==> src/hw/rtl/mdu_pkg.sv <==
package mdu_pkg;

  localparam int Xlen = 64;
  localparam int OpW = 3;

  typedef enum logic [OpW-1:0] {
    OP_MUL    = 3'd0,
    OP_MULH   = 3'd1,
    OP_MULHSU = 3'd2,
    OP_MULHU  = 3'd3,
    OP_DIV    = 3'd4,
    OP_DIVU   = 3'd5,
    OP_REM    = 3'd6,
    OP_REMU   = 3'd7
  } op_t;

  // Pipeline row: one cell per quotient bit, each retiring one restoring step.
  localparam int NumCells = Xlen;

  // Everything a cell hands to its right neighbor.
  typedef struct packed {
    logic             vld;
    logic             is_div;
    logic             want_rem;
    logic             neg_q;
    logic             neg_r;
    logic             special;
    logic [Xlen-1:0]  special_val;
    logic [Xlen-1:0]  rem;
    logic [Xlen-1:0]  quo;
    logic [Xlen-1:0]  divisor;
    logic [Xlen-1:0]  mul_res;
  } cell_t;

endpackage

==> src/hw/rtl/mdu_cell.sv <==
module mdu_cell (
  input  logic            clk,
  input  logic            rst_n,
  input  logic            en,
  input  mdu_pkg::cell_t  cin,
  output mdu_pkg::cell_t  cout
);
  import mdu_pkg::*;

  cell_t              c_r, c_nxt;
  logic [Xlen:0]      part;
  logic [Xlen:0]      diff;

  // One restoring division step: shift in the next dividend bit and try a subtract.
  always_comb begin
    c_nxt = cin;
    part  = {cin.rem, cin.quo[Xlen-1]};
    diff  = part - {1'b0, cin.divisor};
    if (cin.is_div) begin
      c_nxt.quo = {cin.quo[Xlen-2:0], ~diff[Xlen]};
      c_nxt.rem = diff[Xlen] ? part[Xlen-1:0] : diff[Xlen-1:0];
    end
  end

  always_ff @(posedge clk) begin
    if (!rst_n) begin
      c_r.vld <= 1'b0;
    end else if (en) begin
      c_r.vld <= c_nxt.vld;
    end
    if (en) begin
      c_r.is_div      <= c_nxt.is_div;
      c_r.want_rem    <= c_nxt.want_rem;
      c_r.neg_q       <= c_nxt.neg_q;
      c_r.neg_r       <= c_nxt.neg_r;
      c_r.special     <= c_nxt.special;
      c_r.special_val <= c_nxt.special_val;
      c_r.rem         <= c_nxt.rem;
      c_r.quo         <= c_nxt.quo;
      c_r.divisor     <= c_nxt.divisor;
      c_r.mul_res     <= c_nxt.mul_res;
    end
  end

  assign cout = c_r;
endmodule

==> config.mk <==
export PLATFORM = sky130hd
export DESIGN_NAME = mdu_cell
export DESIGN_NICKNAME = d
export VERILOG_FILES = /design/src/hw/rtl/mdu_pkg.sv /design/src/hw/rtl/mdu_cell.sv
export SDC_FILE = /design/constraint.sdc
export NUM_CORES = 1
export LEC_CHECK = 0
export ABC_AREA = 0
export ABC_CLOCK_PERIOD_IN_PS = 4800
export BUFFER_PORTS_ARGS = -buffer_cell sky130_fd_sc_hd__buf_2
export CAP_MARGIN = 20
export CORE_UTILIZATION = 25
export CTS_CLUSTER_SIZE = 12
export DETAILED_ROUTE_END_ITERATION = 6
export GPL_TIMING_DRIVEN = 1
export HOLD_SLACK_MARGIN = 0.06
export PLACE_DENSITY_LB_ADDON = 0.08
export SLEW_MARGIN = 20
export SYNTH_ARGS = -nofsm -noshare
export SYNTH_HDL_FRONTEND = slang
export SYNTH_SLANG_ARGS = --single-unit
==> constraint.sdc <==
create_clock -name clk -period 4.8 [get_ports clk]
set_clock_uncertainty 0.15 [all_clocks]
set_input_delay 0.48 -clock clk [delete_from_list [all_inputs] [get_ports clk]]
set_output_delay 0.48 -clock clk [all_outputs]
set_load 0.005 [all_outputs]
After elaboration in Yosys (flattened, before gate mapping)
Cells that the tools add are included.
{"block": "classes", "div_mod_pow": 0, "bitwise_logic": 1, "order_cmp": 0, "multipliers": 0, "eq_ne": 0, "addsub": 1, "n_reduce_logical": 0, "shifts": 0, "mux": 2}
{"cell": "128-bit two-way mux", "n": 1}
{"cell": "65-bit by 64-bit subtractor with 65-bit output", "n": 1}
{"cell": "64-bit two-way mux", "n": 1}
{"cell": "1-bit inverter", "n": 1}
{"block": "totals", "mem_bits_ro": 0, "mem_bits_rw": 0, "ff_bits": 326, "out_inout_bits": 326, "n_memories": 0, "latchBits": 0}

Depth between registers and ports, before layout
{"block": "logic_depth", "word_depth": 3, "depth_mapped": 15, "depth_no_buf": 13}

Worst setup path before layout
No wires, ideal clock.
{"block": "synth_timing", "path_kind": "input to register", "startpoint": "in cin[84] (netlist name)", "endpoint": "reg c_r (netlist bit cout[245]) (data pin)", "t_required_ns": 4.390, "arrival_time_ns": 3.084, "path_stages": 13, "slack_ns": 1.306, "path_cell_list": "inv_1 -> ha_1 -> clkbuf_1 -> nand2_1 -> or4_1 -> nor3_1 -> a32oi_1 -> a21oi_2 -> o21ai_2 -> mux2i_4 -> nor2_4 -> mux2_1 -> mux2_2"}
{"item": "start, declared", "line_no": "mdu_cell.sv:5", "source": "input mdu_pkg::cell_t cin,"}
{"item": "end, declared", "line_no": "mdu_cell.sv:10", "source": "cell_t c_r, c_nxt;"}

==> parameters.txt <==
Parameter                              Value

Hold path
  Class of the worst hold path    input pin to flip-flop

Critical path
  Max Fanout on Critical Path    8
  Critical path type    input pin to flip-flop
  Worst path required time    4.95 ns
  Series of cell instances along the critical path    dlygate4sd3_1, buf_2, inv_1, ha_1, nand4_1, or4_1, o22ai_1, o2111ai_1, a31oi_1, a21oi_1, a21oi_1, o21bai_1, mux2_1, mux2_2
  Sort of element at the start of the critical path    input pin
  Crit path max-delay cell type    a31oi_1
  CP Capture Type    flip-flop
  Buffering stage count on the worst path with inverters included    3
  Dominant delay contributor by cell family on the critical path    compound AO/OA/AOI/OAI gates
  Dominant cell type by count on the critical path    a21oi_1
  Crit-path max cell delay    0.60 ns
  Data arrival time of the critical path    4.39 ns

Routing
  Drt initial violations    724
  Antenna violation net count after detailed routing    0
  Detailed-route wire length per cell    21.4 um
  Via density per instance    4.49
  Via count    13960
  DRC viols    0
  Post-detailed-routing wire length    66.4 mm
  Iteration count of the initial detailed-routing pass    6

Synthesis
  Netlist cell types    65
  Synth Cell Area    16100 sq um
  EDFF count, synth    325
  Most common cell in the synthesized netlist    edfxtp_1
  Syn Inst Count    1300
  Post-synth top area cell    edfxtp_1
  Area share of the largest cell type after synthesis    0.607
  Post-synthesis area per instance    12.4 sq um
  Sequential fraction of the synthesis area    0.608
  Synthesis warning total    0
  Synthesis-stage register bit count    326
  Largest cells by area after synthesis    edfxtp_1, ha_1, mux2_2, a21oi_1, mux2i_1
  Dominant synthesized flop cell    edfxtp_1
  Most instantiated cells after synthesis    edfxtp_1, a21oi_1, nor2_1, inv_1, nand2_1
  Proportion of synthesized flip-flops having asynchronous set or reset    0
  Mapped Nets    1694

Power
  Switching power as a share of total power    0.273
  Register share of total power    0.423
  Power density cells    340 nW/um^2
  Combinational power share    0.207
  VDD IR max    0.000215 V
  Psw    2.26 mW
  Power share of the clock group    0.370
  Leakage power    10.4 nW
  Power Internal    6.02 mW

Cells and area
  Number of flip-flops under the largest register name    326
  NumNets Final    2615
  # fillers    6431
  Area added between synthesis and finish    51.5%
  Layout cell share with drive strength beyond 1    0.356

Place
  HPWL after detailed placement    51.9 mm
  DP Worst Slack    0.535 ns
  Final weighted congestion in routability-driven placement    0.892
  Buffers on Ports    654

Floorplanning
  Total number of placement rows    92
  Full die area    65400 sq um
  Height of the die    256 um
  Initial core utilization    0.254
  IO Count    655
  Horizontal die dimension    256 um
  Std-Cell Core Area    63300 sq um

GRT
  Wire length of the first global-routing pass    96.5 mm
  Vias in the first global route    14390
  Antenna violations before repair    21
  Overall track demand over capacity in global routing    0.198
  Pin count of the biggest net entering global routing    94
  Total gr overflow    0

STA
  Worst Slack Setup Final    0.562 ns
  Worst-case headroom to the max-slew limit    0.552
  Slew Viols, Final    0
  Final critical path time including I/O delays and setup    4.24 ns
  Transition at the pin with the smallest max-transition slack    0.668 ns
  RSZ-0062 raised after global routing    no
  Final hold violation count    0
  Sum of negative setup slack    0 ns
  Final setup viols    0
  Final Cycle Share    0.883
  Upper clock frequency limit    236 MHz

Clocking
  CTS tree    built
  Num CTS Buffers    41
  Number of sinks on the clock net    326
  Number of H-tree levels    2
  Clk Tree Root Cell    clkbuf_16
  Post-cts resize count    0
  Clk pin slew, worst setup/hold paths    0.06 ns
  Worst-skew pair later-pin latency    0.56 ns
  Clock tree buffer depth    3

Run status
  Status    complete, no violations

Job
  Number of max-cap violations    0
## cells in the final DEF (no fill, tap or decap), drive strengths merged, types with 4 or more instances in the layout
master / netlist / final
mux2: 64 / 64
inv: 86 / 87
o31ai: 7 / 7
clkinv: 0 / 17
or4: 4 / 4
o21a: 15 / 15
nor3: 13 / 13
buf: 13 / 671
nor2b: 17 / 17
edfxtp: 325 / 325
dlygate4sd3: 0 / 269
xor2: 29 / 29
nand2: 75 / 75
nand2b: 4 / 4
diode: 0 / 9
nand4: 19 / 19
a21oi: 121 / 121
o22ai: 5 / 5
o211ai: 5 / 5
o21bai: 5 / 5
mux2i: 51 / 51
nand3: 19 / 19
nor2: 106 / 106
o221ai: 5 / 5
or3: 5 / 5
xnor2: 27 / 27
a21o: 16 / 16
a31oi: 21 / 21
o21ai: 65 / 65
ha: 64 / 64
clkbuf: 49 / 51
and3: 5 / 5
and2: 5 / 5
a211oi: 12 / 12
## what timing repair did
action                    4_1_cts  5_1_grt
hold endpoints to repair      256        0
hold buffers                  269        0
buffers inserted                0        0
## worst paths after layout
path	slack [ns]	to	from	cells after the start
worst min-delay path	0.10	cout[143]	cin[142]	2
worst min register to register	0.94	cout[325]	cout[325]	3
worst max register to register	3.47	cout[325]	cout[325]	3
worst max-delay path	0.56	cout[245]	cin[88]	14
## through the flow
| step | power (mW) | std cells | hold slack [ns] | utilization | cell area (sq um) |
|---|---|---|---|---|---|
| after floorplan | 4.30 | 1300 | 0.357 | - | 16100 |
| after global placement | 5.10 | 2755 | 0.348 | 0.321 | 20300 |
| after detailed placement | 5.09 | 2755 | 0.363 | 0.321 | 20300 |
| after CTS | 8.42 | 3098 | 0.0602 | 0.385 | 24400 |
| after global routing | 8.67 | 3104 | 0.0794 | 0.385 | 24400 |
| final | 8.28 | 3107 | 0.102 | 0.385 | 24400 |
## layout make-up
cell class              count  area [sq um]  area share
diodes                      9          22.5    0.000924
clock buffers              51          1100      0.0453
clock inverters            23           213     0.00873
inverters                  86           323      0.0132
multi-input cells         826          5720       0.235
flip-flops and latches    326          9780       0.401
well taps                 846          1060      0.0434
repair buffers            940          6160       0.253
## cells by family after synthesis
kind of cell / share of synthesized area
adder cells (fa/ha/maj): 0.0510
multiplexers: 0.0773
AO/OA/AOI/OAI: 0.114
flip-flops: 0.608
XOR/XNOR: 0.0305
AND/OR/NAND/NOR: 0.0823
buffers and inverters: 0.0366
## power by group through the flow
stage / Clock (mW) / Combinational (mW) / Sequential, mW
global route: 3.27 / 1.87 / 3.53
finish: 3.07 / 1.71 / 3.50
global placement: 0 / 1.54 / 3.56
CTS: 3.18 / 1.74 / 3.51
floorplan: 0 / 0.700 / 3.60
detailed placement: 0 / 1.53 / 3.56
## per-layer routing
layer | part of all wire | track usage
met5 | 0.0016 | 0
met2 | 0.50 | 0.350
met3 | 0.058 | 0.0491
met4 | 0.025 | 0.0597
met1 | 0.41 | 0.234
Power figures use the tool's default switching activity.
